## config.mk

```make
export PLATFORM = sky130hd
export DESIGN_NAME = mlag_front
export DESIGN_NICKNAME = d
export VERILOG_FILES = /design/src/design/mlag_pkg.sv /design/src/design/mlag_front.sv
export SDC_FILE = /design/constraint.sdc
export NUM_CORES = 1
export LEC_CHECK = 0
export ABC_AREA = 1
export BUFFER_PORTS_ARGS = -buffer_cell sky130_fd_sc_hd__buf_2
export CORE_AREA = 2 2 165 167
export DETAILED_ROUTE_END_ITERATION = 10
export DIE_AREA = 0 0 167 169
export GPL_ROUTABILITY_DRIVEN = 0
export GPL_TIMING_DRIVEN = 0
export SETUP_SLACK_MARGIN = 0.3
export SLEW_MARGIN = 30
export SYNTH_ARGS = -nofsm -noshare
export SYNTH_HDL_FRONTEND = slang
export SYNTH_SLANG_ARGS = --single-unit
```

## constraint.sdc

```tcl
create_clock -name clk_i -period 2.3 [get_ports clk_i]
set_input_delay 0.115 -clock clk_i [delete_from_list [all_inputs] [get_ports clk_i]]
set_output_delay 0.115 -clock clk_i [all_outputs]
set_load 0.01 [all_outputs]
```

## src/design/mlag_pkg.sv

```systemverilog
`timescale 1ns / 1ps
// ----------------------------------------------------------------------------
// mlag_pkg: shared types and constants
// Widths, request and status codes, and the front-to-back command word.
// ----------------------------------------------------------------------------
package mlag_pkg;
  localparam int MAX_LEVELS       = 8;
  localparam int MAX_BASE_ANCHORS = 64;
  localparam int LVL_W  = $clog2(MAX_LEVELS);
  localparam int BASE_W = $clog2(MAX_BASE_ANCHORS);
  localparam int CFG_W  = 21;
  localparam int CFG_IDX_W = 1;

  localparam logic [CFG_IDX_W-1:0] CFG_LEVEL_COUNT  = 1'd0;
  localparam logic [CFG_IDX_W-1:0] CFG_ANCHOR_TOTAL = 1'd1;

  typedef enum logic [1:0] {
    REQ_BASE = 2'd0, REQ_LEVEL = 2'd1, REQ_COMPUTE = 2'd2, REQ_NOP = 2'd3
  } req_e;

  localparam logic [1:0] ST_WRITTEN = 2'd0;
  localparam logic [1:0] ST_VALID   = 2'd1;
  localparam logic [1:0] ST_RANGE   = 2'd2;

  typedef struct packed {
    logic [1:0]        req_type;
    logic [19:0]       slot;
    logic signed [23:0] base_left;
    logic signed [23:0] base_top;
    logic signed [23:0] base_right;
    logic signed [23:0] base_bottom;
    logic [10:0]       grid_width;
    logic [8:0]        stride_x;
    logic [8:0]        stride_y;
    logic [6:0]        anchors_per_cell;
    logic [5:0]        base_start;
    logic [20:0]       level_end;
  } req_t;

  typedef struct packed {
    logic [1:0]        status;
    logic [2:0]        level;
    logic [9:0]        column;
    logic [19:0]       row;
    logic [5:0]        anchor_slot;
    logic signed [23:0] out_left;
    logic signed [23:0] out_top;
    logic signed [23:0] out_right;
    logic signed [23:0] out_bottom;
  } rsp_t;

  // Classified command handed from front to back.
  typedef struct packed {
    logic              compute;  // 1: run the divider and shift
    logic [1:0]        status;   // status for non-compute words
    logic [LVL_W-1:0]  lv;
    logic [19:0]       pos;      // offset within the level
  } cmd_t;
endpackage

```

## src/design/mlag_front.sv

```systemverilog
`timescale 1ns / 1ps
// ----------------------------------------------------------------------------
// mlag_front: request intake and level search
// Writes tables, finds the level of an index and queues a command word.
// ----------------------------------------------------------------------------
module mlag_front (
  input  logic                  clk_i,
  input  logic                  rst_ni,
  input  logic                  req_valid_i,
  output logic                  req_ready_o,
  input  mlag_pkg::req_t        req_i,
  input  logic [3:0]            level_count_i,
  input  logic [20:0]           anchor_total_i,
  input  logic                  back_busy_i,
  output logic                  cmd_valid_o,
  input  logic                  cmd_ready_i,
  output mlag_pkg::cmd_t        cmd_o,
  output logic                  base_we_o,
  output logic [mlag_pkg::BASE_W-1:0] base_addr_o,
  output logic                  lvl_we_o,
  output logic [mlag_pkg::LVL_W-1:0]  lvl_addr_o,
  input  logic [20:0]           end_tab_i [mlag_pkg::MAX_LEVELS]
);
  import mlag_pkg::*;

  // Two-entry queue towards the back end.
  cmd_t       q_mem_q [2];
  logic       wr_ptr_q, rd_ptr_q;
  logic [1:0] cnt_q;
  logic       push, pop;
  logic       is_load;

  cmd_t       cmd_new;
  logic [3:0] nlev;
  logic       found;
  logic [LVL_W-1:0] lv;
  logic [20:0] start;

  // A table load waits until no earlier compute word can still read the tables.
  assign is_load = req_i.req_type inside {REQ_BASE, REQ_LEVEL};
  assign req_ready_o = (cnt_q != 2'd2) && (!is_load || (cnt_q == 2'd0 && !back_busy_i));
  assign push = req_valid_i && req_ready_o;
  assign pop  = cmd_valid_o && cmd_ready_i;
  assign cmd_valid_o = (cnt_q != 2'd0);
  assign cmd_o = q_mem_q[rd_ptr_q];

  assign base_we_o   = push && req_i.req_type == REQ_BASE &&
                       {12'd0, req_i.slot} < 32'(MAX_BASE_ANCHORS);
  assign base_addr_o = req_i.slot[BASE_W-1:0];
  assign lvl_we_o    = push && req_i.req_type == REQ_LEVEL &&
                       {12'd0, req_i.slot} < 32'(MAX_LEVELS);
  assign lvl_addr_o  = req_i.slot[LVL_W-1:0];

  always_comb begin
    nlev = level_count_i;
    if (nlev == 4'd0) nlev = 4'd1;
    if (32'(nlev) > MAX_LEVELS) nlev = 4'(MAX_LEVELS);
    found = 1'b0;
    lv = '0;
    for (int i = MAX_LEVELS - 1; i >= 0; i--) begin
      if (i < 32'(nlev) && {1'b0, req_i.slot} < end_tab_i[i]) begin
        found = 1'b1;
        lv = LVL_W'(i);
      end
    end
    start = (lv == '0) ? 21'd0 : end_tab_i[lv - LVL_W'(1)];
    cmd_new.compute = 1'b0;
    cmd_new.status  = ST_WRITTEN;
    cmd_new.lv      = lv;
    cmd_new.pos     = 20'({1'b0, req_i.slot} - start);
    if (req_i.req_type == REQ_COMPUTE) begin
      if ({1'b0, req_i.slot} >= anchor_total_i || !found) begin
        cmd_new.status = ST_RANGE;
      end else begin
        cmd_new.compute = 1'b1;
        cmd_new.status  = ST_VALID;
      end
    end
  end

  always_ff @(posedge clk_i) begin
    if (push) q_mem_q[wr_ptr_q] <= cmd_new;
  end

  always_ff @(posedge clk_i or negedge rst_ni) begin
    if (!rst_ni) begin
      wr_ptr_q <= 1'b0;
      rd_ptr_q <= 1'b0;
      cnt_q    <= 2'd0;
    end else begin
      if (push) wr_ptr_q <= ~wr_ptr_q;
      if (pop)  rd_ptr_q <= ~rd_ptr_q;
      cnt_q <= cnt_q + {1'b0, push} - {1'b0, pop};
    end
  end
endmodule

```

==> results.yml <==
synthesis:
  synth_edf_count: 50
  synth_ff_type: "edfxtp_1"
  synthDistinctLibCells: 50
  syn_nets: 1920
  async_reset_ff_share_pct: 7.41
  yosysWarnings: 0
  syn_area_um2: 9210
  synth_seq_cells: 54
  postSynthAreaPerCell_um2: 6.85
  synth-seq-area-share_pct: 17.4
  synthCells: 1345
status:
  status: "finished with violations"
  violations: "negative setup slack"
power:
  p_leak_nw: 6.62
  pwr_density_cell_nw_per_um2: 497
  peakVddDrop_uv: 585
  p_total_w: 0.00641
setup_path:
  cp-start-kind: "primary input"
  cp.arrival_ps: 4410
  r2r-end: "q_mem_q[1][18]"
  critPathKind: "primary input to flip-flop"
  rr_worst_depth: 7
  regToRegSetupSlack_ps: 430
  crit_slowest_cell: "fa_2"
  end_kind: "flip-flop"
  critPathRequiredTime_ps: 2330
  critPathLaunch: "req_i[171]"
  crit_path_max_incr_delay_ps: 390
  path_max_fanout: 11
  endpoint: "q_mem_q[1][16]"
  cp.buffers_inverters: 8
  crit_top_cell: "nand2_1"
  cp_top_family: "simple AND/OR/NAND/NOR gates"
  r2r_start: "cnt_q[1]"
  cp.depth: 35
detailed_routing:
  routed_wirelength_um: 34600
  drc: 0
  dr.pass1.iters: 5
  ant_nets: 0
  drt_iter0_markers: 526
  num_vias: 10300
  viasPerCell: 5.13
  wl_per_cell_um: 17.2
floorplanning:
  rows: 60
  ioPinCount: 418
  floorplan.initialDensity_pct: 34.8
  core_region_area_um2: 26500
  dieArea_um2: 28200
  die_h_um: 169
  die_w_um: 167
timing:
  slew_headroom_pct: 64.9
  rsz0062_at_grt: "true"
  finalSetupViolations: 40
  clock.fmax_mhz: 229
  min_period_over_period_pct: 190
  finalHoldViolations: 0
  period_needed_ps: 4370
  worst_pin_slew_ps: 526
  whs_ps: 115
  setup_ws_ps: -2070
  drv_slew: 0
  fin_skew_ps: 5.37
placement:
  pre_cts_slack_ps: -3190
  place_area_um2: 11500
  port_buffers: 258
  hpwlAfterDp_um: 28200
cells_and_area:
  fillCellCount: 2693
  seqCellArea_um2: 1600
  syn_to_final_growth_pct: 40.0
  final_common_cell: "buf_2"
  final_layout_size_suffix_gt1_share_pct: 33.1
  multiInputGateArea_um2: 7480
  fin_area_um2: 12900
  final_cell_mix: "247 x buf_2, 242 x nand2_1, 227 x inv_1"
  nets: 2242
global_routing:
  grt_start_max_net_pins: 15
  gr-usage-met2_pct: 42.0
  gr-usage-met3_pct: 2.03
  antenna_found_initial: 4
  grt.busiest_layer: "met2"
  grt_usage_pct: 23.6
  grt.overflow.total: 0
  grt_pass1_wl_um: 52500
  grt_pass1_vias: 10100
  met1_usage_pct: 29.2
run:
  cap_violations: 0
clock_tree:
  clockBufferDepth: 2
  clkLatencyLatePin_ps: 290
  root_buffer: "clkbuf_16"
  htreeDepth: 2
  cts_tree: "yes"
  numCtsBuffers: 5
  clock-sinks: 54
  clk_pin_slew_ps: 60
min_path:
  hp-class: "primary input to flip-flop"
==> worst register-to-register path, stage by stage (launching register included) <==
cell     delay, ps
dfrtp_1        370
or2_4          270
nor2_4          80
nor2_2          40
a21oi_2        160
nand2_4        100
buf_4          160
nor2_4         350
==> routing by layer <==
layer	routed length (µm)	part of all wire [%]
met4	1440	4.2
met1	14700	42
met5	0	0
met3	1710	4.9
met2	16800	49
==> registers in the layout, indices dropped and copies added (netlist names) <==
name      flops
cnt_q         2
q_mem_q      50
rd_ptr_q      1
wr_ptr_q      1
==> worst min-delay path by stage <==
stage                startpoint  cells after the start        to  slack [ps]
floorplan                rst_ni                      0  cnt_q[0]        -180
global placement         rst_ni                      1  rd_ptr_q         -70
detailed placement       rst_ni                      1  rd_ptr_q         -70
CTS                 cmd_ready_i                      3  rd_ptr_q         110
global route        cmd_ready_i                      3  rd_ptr_q         130
finish              cmd_ready_i                      3  rd_ptr_q         120
==> cells in the mapped netlist, types with 3 or more instances <==
cell        n  share of area, %
buf_1       8              0.33
nand4_1    23               1.6
nor3_1     10              0.54
nor2_2      3              0.20
dfrtp_1     4               1.1
nor4_1      5              0.34
xor2_1     12               1.1
ha_1      195                26
nor2_1     60               2.4
a211oi_1    6              0.49
nand3_1   104               5.6
o21ai_1    83               4.5
o21a_1      5              0.41
o221ai_1    5              0.48
a21o_1      6              0.49
edfxtp_1   50                16
a21oi_1   149               8.1
inv_1     236               9.6
clkinv_1    3              0.12
a21oi_2    16               1.5
clkbuf_1   10              0.41
buf_4      10              0.81
buf_2      10              0.54
inv_2      11              0.45
buf_6       8              0.98
nand2_1   255                10
o21ai_0    19               1.0
a31oi_1     5              0.34
xnor2_1    10              0.95
==> cell type report <==
cell class,instances,area share (%)
multi-input combinational,997,58.0
timing repair buffer,313,14.5
sequential,54,12.4
inverter,250,7.50
tap,341,3.31
buffer,46,3.19
clock buffer,7,1.03
antenna,4,0.0776
==> where the power goes <==
group	leakage [nW]	internal (W)	switching, W
Sequential	0.509	0.00137	0.0000628
Combinational	6.05	0.00178	0.00250
Clock	0.0640	0.000398	0.000295
==> stage by stage <==
step,setup TNS (ps),utilization (%),std cells
6_report,-69820,48.7,2012
5_1_grt,-77370,48.7,2012
4_1_cts,-67670,47.2,1994
3_5_place_dp,-104660,43.2,1944
3_3_place_gp,-103410,43.2,1944
2_1_floorplan,-57450,-,1345
==> timing repair <==
item,in CTS,in global routing
gates cloned,3,0
endpoints found under the hold margin,4,0
pin swaps,68,35
setup buffers,39,14
gates resized for setup,129,50
hold buffers,1,0
setup endpoints to repair,123,53
==> logic make-up after synthesis <==
family          synth area share, %
compound gates                 18.4
buf+inv                        13.3
simple gates                   22.2
fa+ha+maj                      26.7
flops                          17.4
xor+xnor                       2.09
Note: power is estimated with default switching activity, not from simulation.
