`src/design/mlag_pkg.sv`:
```
`timescale 1ns / 1ps
// ----------------------------------------------------------------------------
// mlag_pkg: shared types and constants
// Widths, request and status codes, and the front-to-back command word.
// ----------------------------------------------------------------------------
package mlag_pkg;
  localparam int MAX_LEVELS       = 8;
  localparam int MAX_BASE_ANCHORS = 64;
  localparam int LVL_W  = $clog2(MAX_LEVELS);
  localparam int BASE_W = $clog2(MAX_BASE_ANCHORS);
  localparam int CFG_W  = 21;
  localparam int CFG_IDX_W = 1;

  localparam logic [CFG_IDX_W-1:0] CFG_LEVEL_COUNT  = 1'd0;
  localparam logic [CFG_IDX_W-1:0] CFG_ANCHOR_TOTAL = 1'd1;

  typedef enum logic [1:0] {
    REQ_BASE = 2'd0, REQ_LEVEL = 2'd1, REQ_COMPUTE = 2'd2, REQ_NOP = 2'd3
  } req_e;

  localparam logic [1:0] ST_WRITTEN = 2'd0;
  localparam logic [1:0] ST_VALID   = 2'd1;
  localparam logic [1:0] ST_RANGE   = 2'd2;

  typedef struct packed {
    logic [1:0]        req_type;
    logic [19:0]       slot;
    logic signed [23:0] base_left;
    logic signed [23:0] base_top;
    logic signed [23:0] base_right;
    logic signed [23:0] base_bottom;
    logic [10:0]       grid_width;
    logic [8:0]        stride_x;
    logic [8:0]        stride_y;
    logic [6:0]        anchors_per_cell;
    logic [5:0]        base_start;
    logic [20:0]       level_end;
  } req_t;

  typedef struct packed {
    logic [1:0]        status;
    logic [2:0]        level;
    logic [9:0]        column;
    logic [19:0]       row;
    logic [5:0]        anchor_slot;
    logic signed [23:0] out_left;
    logic signed [23:0] out_top;
    logic signed [23:0] out_right;
    logic signed [23:0] out_bottom;
  } rsp_t;

  // Classified command handed from front to back.
  typedef struct packed {
    logic              compute;  // 1: run the divider and shift
    logic [1:0]        status;   // status for non-compute words
    logic [LVL_W-1:0]  lv;
    logic [19:0]       pos;      // offset within the level
  } cmd_t;
endpackage

```
`src/design/mlag_divider.sv`:
```
`timescale 1ns / 1ps
// ----------------------------------------------------------------------------
// mlag_divider: radix-2 restoring divider
// Divides a 20-bit dividend by an 11-bit divisor, one quotient bit a cycle.
// ----------------------------------------------------------------------------
module mlag_divider (
  input  logic        clk_i,
  input  logic        rst_ni,
  input  logic        start_i,
  input  logic [19:0] dividend_i,
  input  logic [10:0] divisor_i,
  output logic        busy_o,
  output logic [19:0] quot_o,
  output logic [10:0] rem_o
);
  logic [4:0]  cnt_q;
  logic [19:0] quot_q;
  logic [11:0] rem_q;
  logic [10:0] div_q;
  logic [11:0] trial;
  logic [12:0] diff;

  assign busy_o = (cnt_q != 5'd0);
  assign quot_o = quot_q;
  assign rem_o  = rem_q[10:0];
  assign trial  = {rem_q[10:0], quot_q[19]};
  assign diff   = {1'b0, trial} - {2'b0, div_q};

  always_ff @(posedge clk_i or negedge rst_ni) begin
    if (!rst_ni) begin
      cnt_q <= 5'd0;
    end else if (start_i) begin
      cnt_q <= 5'd20;
    end else if (busy_o) begin
      cnt_q <= cnt_q - 5'd1;
    end
  end

  always_ff @(posedge clk_i) begin
    if (start_i) begin
      quot_q <= dividend_i;
      rem_q  <= 12'd0;
      div_q  <= divisor_i;
    end else if (busy_o) begin
      if (!diff[12]) begin
        rem_q  <= diff[11:0];
        quot_q <= {quot_q[18:0], 1'b1};
      end else begin
        rem_q  <= trial;
        quot_q <= {quot_q[18:0], 1'b0};
      end
    end
  end
endmodule

```
`src/design/mlag_back.sv`:
```
`timescale 1ns / 1ps
// ----------------------------------------------------------------------------
// mlag_back: anchor execution
// Splits the offset by two divisions, shifts the base box and saturates.
// ----------------------------------------------------------------------------
module mlag_back (
  input  logic                  clk_i,
  input  logic                  rst_ni,
  input  logic                  cmd_valid_i,
  output logic                  cmd_ready_o,
  input  mlag_pkg::cmd_t        cmd_i,
  output logic                  busy_o,
  output logic                  rsp_valid_o,
  input  logic                  rsp_ready_i,
  output mlag_pkg::rsp_t        rsp_o,
  output logic [mlag_pkg::LVL_W-1:0]  lvl_rd_o,
  input  logic [10:0]           width_i,
  input  logic [8:0]            stride_x_i,
  input  logic [8:0]            stride_y_i,
  input  logic [6:0]            count_i,
  input  logic [5:0]            bstart_i,
  output logic [mlag_pkg::BASE_W-1:0] base_rd_o,
  input  logic [23:0]           left_i,
  input  logic [23:0]           top_i,
  input  logic [23:0]           right_i,
  input  logic [23:0]           bottom_i
);
  import mlag_pkg::*;

  typedef enum logic [2:0] {
    S_IDLE, S_DIV1, S_DIV2, S_MUL, S_BASE, S_ADD, S_OUT
  } state_e;

  state_e      state_q;
  cmd_t        cmd_q;
  logic [19:0] spatial_q, row_q;
  logic [9:0]  col_q;
  logic [5:0]  g_q;
  logic [33:0] sx_q, sy_q;
  logic        div_start, div_busy;
  logic [19:0] div_a, div_quot;
  logic [10:0] div_b, div_rem;
  logic        started_q;
  rsp_t        rsp_q;
  logic        out_full_q;

  function automatic logic [23:0] sat_add(input logic [23:0] b, input logic [33:0] s);
    logic signed [35:0] t;
    t = 36'(signed'(b)) + signed'({2'b0, s});
    if (t > 36'sd8388607) sat_add = 24'h7FFFFF;
    else if (t < -36'sd8388608) sat_add = 24'h800000;
    else sat_add = t[23:0];
  endfunction

  assign lvl_rd_o  = cmd_q.lv;
  assign base_rd_o = g_q;
  assign busy_o    = (state_q != S_IDLE);
  assign cmd_ready_o = (state_q == S_IDLE) && !out_full_q;
  assign rsp_valid_o = out_full_q;
  assign rsp_o = rsp_q;

  always_comb begin
    div_start = 1'b0;
    div_a = cmd_q.pos;
    div_b = {4'd0, (count_i == 7'd0) ? 7'd1 : count_i};
    if (state_q == S_DIV2) begin
      div_a = spatial_q;
      div_b = (width_i == 11'd0) ? 11'd1 : width_i;
    end
    if ((state_q == S_DIV1 || state_q == S_DIV2) && !started_q) div_start = 1'b1;
  end

  mlag_divider u_div (
    .clk_i, .rst_ni, .start_i(div_start), .dividend_i(div_a),
    .divisor_i(div_b), .busy_o(div_busy), .quot_o(div_quot), .rem_o(div_rem)
  );

  always_ff @(posedge clk_i or negedge rst_ni) begin
    if (!rst_ni) begin
      state_q    <= S_IDLE;
      started_q  <= 1'b0;
      out_full_q <= 1'b0;
    end else begin
      if (rsp_valid_o && rsp_ready_i) out_full_q <= 1'b0;
      case (state_q)
        S_IDLE: begin
          if (cmd_valid_i && cmd_ready_o) begin
            cmd_q <= cmd_i;
            if (cmd_i.compute) begin
              state_q <= S_DIV1;
            end else begin
              rsp_q <= '{status: cmd_i.status, default: '0};
              out_full_q <= 1'b1;
            end
          end
        end
        S_DIV1: begin
          if (started_q && !div_busy) begin
            spatial_q <= div_quot;
            g_q <= 6'(bstart_i + div_rem[5:0]);
            started_q <= 1'b0;
            state_q <= S_DIV2;
          end else begin
            started_q <= 1'b1;
          end
        end
        S_DIV2: begin
          if (started_q && !div_busy) begin
            row_q <= div_quot;
            col_q <= div_rem[9:0];
            started_q <= 1'b0;
            state_q <= S_MUL;
          end else begin
            started_q <= 1'b1;
          end
        end
        S_MUL: begin
          sx_q <= {20'd0, col_q, 4'd0} * 34'(stride_x_i);
          sy_q <= {10'd0, row_q, 4'd0} * 34'(stride_y_i);
          state_q <= S_BASE;
        end
        S_BASE: state_q <= S_ADD;
        S_ADD: begin
          rsp_q.status      <= ST_VALID;
          rsp_q.level       <= 3'(cmd_q.lv);
          rsp_q.column      <= col_q;
          rsp_q.row         <= row_q;
          rsp_q.anchor_slot <= g_q;
          rsp_q.out_left    <= sat_add(left_i, sx_q);
          rsp_q.out_top     <= sat_add(top_i, sy_q);
          rsp_q.out_right   <= sat_add(right_i, sx_q);
          rsp_q.out_bottom  <= sat_add(bottom_i, sy_q);
          state_q <= S_OUT;
        end
        S_OUT: begin
          if (!out_full_q) begin
            out_full_q <= 1'b1;
            state_q <= S_IDLE;
          end
        end
        default: state_q <= S_IDLE;
      endcase
    end
  end
endmodule

```
`config.mk`:
```
export PLATFORM = sky130hd
export DESIGN_NAME = mlag_back
export DESIGN_NICKNAME = d
export VERILOG_FILES = /design/src/design/mlag_pkg.sv /design/src/design/mlag_divider.sv /design/src/design/mlag_back.sv
export SDC_FILE = /design/constraint.sdc
export NUM_CORES = 1
export LEC_CHECK = 0
export BUFFER_PORTS_ARGS = -buffer_cell sky130_fd_sc_hd__buf_2
export CAP_MARGIN = 25
export CORE_MARGIN = 2
export CORE_UTILIZATION = 60
export DETAILED_ROUTE_END_ITERATION = 8
export PLACE_DENSITY_LB_ADDON = 0.05
export SLEW_MARGIN = 25
export SYNTH_ARGS = -nofsm -noshare
export SYNTH_HDL_FRONTEND = slang
export SYNTH_SLANG_ARGS = --single-unit
```
`constraint.sdc`:
```
create_clock -name clk_i -period 5.9 [get_ports clk_i]
set_input_delay 1.18 -clock clk_i [delete_from_list [all_inputs] [get_ports clk_i]]
set_output_delay 1.18 -clock clk_i [all_outputs]
set_load 0.02 [all_outputs]
```
==> results of run 1 <==
sequential cells by signal, indices dropped and copies added (netlist names):
signal        cells
spatial_q        20
lvl_rd_o          3
sy_q             29
u_div.cnt_q       5
rsp_valid_o       1
col_q            10
u_div.quot_o     20
rsp_o           137
row_q            20
cmd_q            20
started_q         1
u_div.rem_q      11
base_rd_o         6
state_q           3
sx_q             19
u_div.div_q      11
final cells by class:
class                      count  area share
tap                          539     0.02293
sequential                   316      0.3172
multi-input combinational   1766      0.5075
clock buffer                  41     0.03199
clock inverter                24    0.007445
antenna                        1  0.00008509
inverter                     312     0.03982
timing repair buffer         388     0.07301
layout by cell type, fill, tap and decap left out, types with 36 or more instances in the layout:
cell type,n
sky130_fd_sc_hd__buf_2,316
sky130_fd_sc_hd__xnor2_1,77
sky130_fd_sc_hd__nor2_1,108
sky130_fd_sc_hd__edfxtp_1,295
sky130_fd_sc_hd__and2_1,189
sky130_fd_sc_hd__clkbuf_16,37
sky130_fd_sc_hd__a21o_1,68
sky130_fd_sc_hd__nand2_1,219
sky130_fd_sc_hd__a21oi_1,112
sky130_fd_sc_hd__ha_1,200
sky130_fd_sc_hd__xor2_1,36
sky130_fd_sc_hd__inv_1,311
sky130_fd_sc_hd__nand2b_1,36
sky130_fd_sc_hd__buf_4,70
sky130_fd_sc_hd__fa_1,190
sky130_fd_sc_hd__o21ai_0,140
final timing paths:
kind | startpoint | endpoint
setup reg to reg | row_q[9] | sy_q[32]
max in group asynchronous | rst_ni | state_q[2]
setup / recovery | stride_y_i[2] | sy_q[32]
hold / removal | u_div.quot_o[10] | row_q[10]
hold reg to reg | u_div.quot_o[10] | row_q[10]
min in group asynchronous | rst_ni | u_div.cnt_q[2]
power groups by stage:
stage | registers (mW) | clock network, mW | logic, mW
finish | 3.42 | 2.20 | 4.43
global route | 3.46 | 2.32 | 4.94
CTS | 3.42 | 2.25 | 4.42
detailed placement | 3.46 | 0 | 4.38
global placement | 3.44 | 0 | 4.25
floorplan | 3.58 | 0 | 3.00
metal layers:
layer  track usage  up-vias  wire length (µm)
li1              -     9209                 -
met1        0.3756     9227             27250
met2        0.4490      658             27690
met4       0.07528        0              1276
met3       0.03390       86              3326
met5             0        -                 0
logic make-up (layout without fill, tap and decap cells):
family,after synthesis,after routing
mux,36,36
xor+xnor,113,113
other cells,0,1
flops,316,316
compound gates,511,511
buf+inv,409,765
simple gates,712,712
fa+ha+maj,394,394
metrics by stage:
step | utilization | worst slack [ns] | setup TNS (ns)
4_1_cts | 0.6978 | 0.2527 | 0
6_report | 0.6980 | 0.2109 | 0
5_1_grt | 0.6980 | 0.001867 | 0
3_3_place_gp | 0.6703 | -0.2774 | -0.5733
3_5_place_dp | 0.6703 | -0.3388 | -1.009
2_1_floorplan | - | 0.003225 | 0
worst register-to-register path, delay by kind of cell (launching register included):
family                   cells  cell delay (ns)
flip-flops                   1             0.56
AO/OA/AOI/OAI                9             1.92
AND/OR/NAND/NOR              1             0.26
adder cells (fa/ha/maj)      5             2.27
buffers and inverters        2             0.10
XOR/XNOR                     1             0.08
==> out/results.txt, run 1 <==
cells traversed along the worst timing path - buf_2, nand2_1, fa_1, inv_1, fa_1, fa_1, inv_1, fa_1, inv_1, ha_4, a21o_1, a21o_1, a21oi_1, o21ai_1, a211o_1, a2111oi_4, o41ai_2, a221o_1, a21oi_2, xnor2_1
half-perimeter wire length after detailed placement - 46,440 µm
maximum fanout along the worst path - 11
max-slew violations - 0
fraction of power consumed by combinational cells - 0.440
insertion delay of the later-clocked pin in the worst-skew pair - 0.56 ns
first-pass GRT wire length - 95,900 µm
starting density of the core - 0.6097
top-count cell post-synth - sky130_fd_sc_hd__inv_1
part of the power in registers - 0.340
slew at the pin with the worst max-slew slack - 0.9409 ns
Slew Limit Headroom - 0.3728
minimum period implied by the final worst setup slack - 5.689 ns
synthesized-area fraction occupied by adder cells - 0.2474
power density over the cells - 341.7 nW/µm²
area fraction of the dominant cell type after synthesis - 0.3448
critical path depth in cells - 20
post-synthesis compound-gate area fraction - 0.1342
chip width - 210.9 µm
largest net degree at the start of global routing - 59
area of all placed cells without fillers - 29,410 µm²
Synth Warn # - 0
Syn-to-layout area delta - 14.47%
max-capacitance violation count - 0
initial antenna violation count - 1
number of input and output port buffers inserted - 316
cell area reported after detailed placement - 28,240 µm²
combinational family with the most area after synthesis - adder cells
clock-pin slew on the worst setup and hold paths - 0.06 ns
path type of the worst min-delay path - register to register
most frequent cell on the critical path - sky130_fd_sc_hd__fa_1
Distinct cells, synth - 83
Clock power frac - 0.219
post-cts sizing count - 0
via/cell ratio - 5.663
maximum single-stage delay on the critical path - 0.55 ns
Overflow after GRT - 0
number of global-route vias before repair - 19,050
critical path endpoint category - register
core outline area - 42,130 µm²
setup-violating endpoint count in the final report - 0
Worst Path Buf+Inv - 4
Main synth FF type - sky130_fd_sc_hd__edfxtp_1
critical path type - primary input to register
RSZ-0062 raised after global routing - no
sequential cell area fraction in the yosys report - 0.3631
hold_buf cts - 0
number of detailed-route iterations in the first pass - 7
area used by sequential logic in the layout - 9329 µm²
multi-input gate area in the final layout - 14,930 µm²
xor/xnor cell area share of the yosys netlist - 0.03852
flip-flop and latch count after synthesis - 316
H-tree depth - 2
number of synthesized flops with an enable pin - 295
maximum VDD drop - 300.6 µV
Detailed Route WL - 59,540 µm
multiplexer area fraction after synthesis - 0.01437
number of remaining DRC errors - 0
Final Net Count - 3,383
Mapped Area - 25,690 µm²
cts bufs inserted - 37
worst clock skew on the final layout - 0.01628 ns
Hold Slack - 0.4828 ns
site row count - 75
Cell Count Post-Placement - 3,321
commonest cells in the netlist - 311 x sky130_fd_sc_hd__inv_1, 295 x sky130_fd_sc_hd__edfxtp_1, 219 x sky130_fd_sc_hd__nand2_1, 204 x sky130_fd_sc_hd__ha_1, 197 x sky130_fd_sc_hd__and2_1
number of top-level pins - 317
placer congestion estimate - 0.9128
Die ar. - 44,490 µm²
Worst setup SP type - primary input
Max stage delay cell, worst path - sky130_fd_sc_hd__fa_1
wire length per cell after detailed routing - 17.58 µm
post-synthesis simple-gate area fraction - 0.1412
top cells by area in the synthesized netlist - sky130_fd_sc_hd__edfxtp_1 34%, sky130_fd_sc_hd__fa_1 15%, sky130_fd_sc_hd__ha_1 9.9%
number of routed nets with antenna violations - 0
outcome - completed
maximum number of buffers from clock root to sink - 3
depth of the worst hold-timing path - 0
vias after detailed routing - 19,180
leakage dissipation - 13.41 nW
crit share post-route - 0.9643
arrival time at the worst endpoint - 5.99 ns
family with the most delay on the worst path - adder cells
proportion of layout cells with a drive suffix above 1 - 0.1823
Global Route Usage Sum - 0.2698
dominant cell type by area after synthesis - sky130_fd_sc_hd__edfxtp_1
Int Pwr - 6.312 mW
syn_area_per_cell - 10.31 µm²
number of buffers inserted to repair setup after CTS - 0
share of total power consumed by net switching - 0.3720
number of nets in the synthesized netlist - 3,053
post-route non-filler standard cell count - 3,387
number of filler instances in the final layout - 3,165
synthesized netlist cell count - 2,491
CTS Root Buffer Type - sky130_fd_sc_hd__clkbuf_16
Fin. Hold Viols - 0
Initial DRC Count - 1,444
fraction of synthesis flops using an asynchronous set or reset pin - 0.03165
count of cells along the worst register-to-register path - 18
upper clock frequency limit - 175.8 MHz
PnR Total Power - 10.05 mW
die height - 210.9 µm
CTS tree - yes
number of clock sinks - 316
Sw Pwr - 3.738 mW
critical path required time - 6.20 ns
worst reg-to-reg setup slack - 0.44 ns
No activity file was read; power rests on OpenSTA's default activity.
==> run 2: changes to the inputs <==
--- a/config.mk
+++ b/config.mk
@@ -7,9 +7,11 @@
 export LEC_CHECK = 0
 export BUFFER_PORTS_ARGS = -buffer_cell sky130_fd_sc_hd__buf_2
 export CAP_MARGIN = 25
+export CORE_ASPECT_RATIO = 1.4
 export CORE_MARGIN = 2
 export CORE_UTILIZATION = 60
 export DETAILED_ROUTE_END_ITERATION = 8
+export HOLD_SLACK_MARGIN = 0.03
 export PLACE_DENSITY_LB_ADDON = 0.05
 export SLEW_MARGIN = 25
 export SYNTH_ARGS = -nofsm -noshare
==> out/results.txt, run 2 (synthesis results as in run 1) <==
outcome - completed
clock-pin slew on the worst setup and hold paths - 0.07 ns
first-pass GRT wire length - 96,790 µm
upper clock frequency limit - 177.0 MHz
PnR Total Power - 10.05 mW
max-capacitance violation count - 0
chip width - 178.9 µm
Fin. Hold Viols - 0
beginning of the worst register-to-register path - row_q[4]
number of clock sinks - 316
minimum period implied by the final worst setup slack - 5.649 ns
CTS tree - yes
number of routed nets with antenna violations - 0
worst reg-to-reg setup slack - 0.42 ns
via/cell ratio - 5.698
RSZ-0062 raised after global routing - no
startpoint of the worst setup timing path - stride_y_i[2]
placement-stage worst setup slack - -0.3592 ns
proportion of layout cells with a drive suffix above 1 - 0.1815
wire length per cell after detailed routing - 17.83 µm
count of cells along the worst register-to-register path - 18
path type of the worst min-delay path - register to register
initial antenna violation count - 1
capturing point of the worst reg2reg path - sy_q[32]
largest net degree at the start of global routing - 90
insertion delay of the later-clocked pin in the worst-skew pair - 0.53 ns
core outline area - 42,200 µm²
number of filler instances in the final layout - 3,288
Max stage delay cell, worst path - sky130_fd_sc_hd__fa_1
vias after detailed routing - 19,320
maximum number of buffers from clock root to sink - 3
number of detailed-route iterations in the first pass - 5
H-tree depth - 2
final setup margin - 0.2513 ns
maximum VDD drop - 310.2 µV
Worst setup SP type - primary input
CTS Root Buffer Type - sky130_fd_sc_hd__clkbuf_16
starting density of the core - 0.6087
worst setup path end - sy_q[32]
Global Route Usage Sum - 0.2716
flip-flop count of the largest register, all copies and words added - 137
power density over the cells - 341.0 nW/µm²
number of global-route vias before repair - 19,750
most frequent cell on the critical path - sky130_fd_sc_hd__fa_1
maximum fanout along the worst path - 6
Syn-to-layout area delta - 14.69%
site row count - 89
Hold Slack - 0.4702 ns
Slew Limit Headroom - 0.2881
critical path endpoint category - register
number of top-level pins - 317
number of remaining DRC errors - 0
Initial DRC Count - 931
source of the worst hold timing path - u_div.quot_o[14]
Final Net Count - 3,380
die height - 248.8 µm
critical path required time - 6.18 ns
placer congestion estimate - 0.9262
arrival time at the worst endpoint - 5.93 ns
Overflow after GRT - 0
maximum single-stage delay on the critical path - 0.55 ns
worst clock skew on the final layout - 0.01140 ns
setup-violating endpoint count in the final report - 0
critical path type - primary input to register
Detailed Route WL - 60,430 µm
number of input and output port buffers inserted - 316
crit share post-route - 0.9574
cells traversed along the worst timing path - clkbuf_4, buf_4, nand2_1, fa_1, inv_1, fa_1, fa_1, inv_1, fa_1, inv_1, ha_2, a21o_1, a21o_1, a21oi_1, o21ai_1, a211o_1, a2111oi_4, o41ai_2, a221o_1, a21oi_2, xnor2_1
slew at the pin with the worst max-slew slack - 1.065 ns
max-slew violations - 0
Die ar. - 44,510 µm²
cts bufs inserted - 34
half-perimeter wire length after detailed placement - 47,880 µm
leakage dissipation - 13.43 nW
highest-count cells in the layout ignoring fill and taps - 315 x sky130_fd_sc_hd__buf_2, 311 x sky130_fd_sc_hd__inv_1, 295 x sky130_fd_sc_hd__edfxtp_1
most common cell after layout, fill and taps aside - sky130_fd_sc_hd__buf_2
run 2: per-stage QoR:
step	utilization	setup TNS [ns]	cell area (µm²)	std cells
final	0.6981	0	29460	3390
after global routing	0.6981	0	29460	3390
after CTS	0.6978	0	29450	3388
after detailed placement	0.6705	-1.167	28300	3327
after global placement	0.6703	-0.8497	28290	3327
after floorplan	-	0	25830	2491
run 2: cell type report:
type                            count  area, µm²  share of cell area
Multi-Input combinational cell   1766      14940              0.5069
Sequential cell                   316       9329              0.3166
Timing Repair Buffer              388       2187             0.07423
Inverter                          312       1171             0.03975
Clock buffer                       44      950.9             0.03227
Tap cell                          546      683.2             0.02319
Clock inverter                     17      205.2            0.006964
Antenna cell                        1      2.502          0.00008493
run 2: repair_timing:
action | CTS | global route
hold buffers | 0 | 0
buffers inserted | 0 | 1
gates resized for setup | 0 | 1
setup endpoints to repair | 0 | 1
run 2: worst min-delay path by stage:
stage | endpoint | slack [ns] | cells past startpoint
finish | spatial_q[14] | 0.47 | 0
global placement | row_q[14] | 0.46 | 0
detailed placement | row_q[12] | 0.47 | 0
CTS | spatial_q[14] | 0.47 | 0
global route | row_q[12] | 0.49 | 0
floorplan | row_q[0] | 0.44 | 0
run 2: layer usage:
metal / GRT usage / wire length (µm)
met5: 0 / 0
met4: 0.1006 / 2128
met3: 0.03053 / 3139
met2: 0.4932 / 31360
met1: 0.3273 / 23810
run 2: power breakdown:
group	internal (mW)	switching, mW	total, mW
sequential	3.15	0.254	3.41
combinational	1.91	2.52	4.42
clock	1.29	0.924	2.22
run 2: critical path, delay by kind of cell:
family                     cells  cell delay (ns)
adders and majority gates      5             2.22
AOI/OAI and AO/OA              9             1.92
buffers and inverters          5             0.44
xor gates and xnor gates       1             0.08
and+or+nand+nor                1             0.07
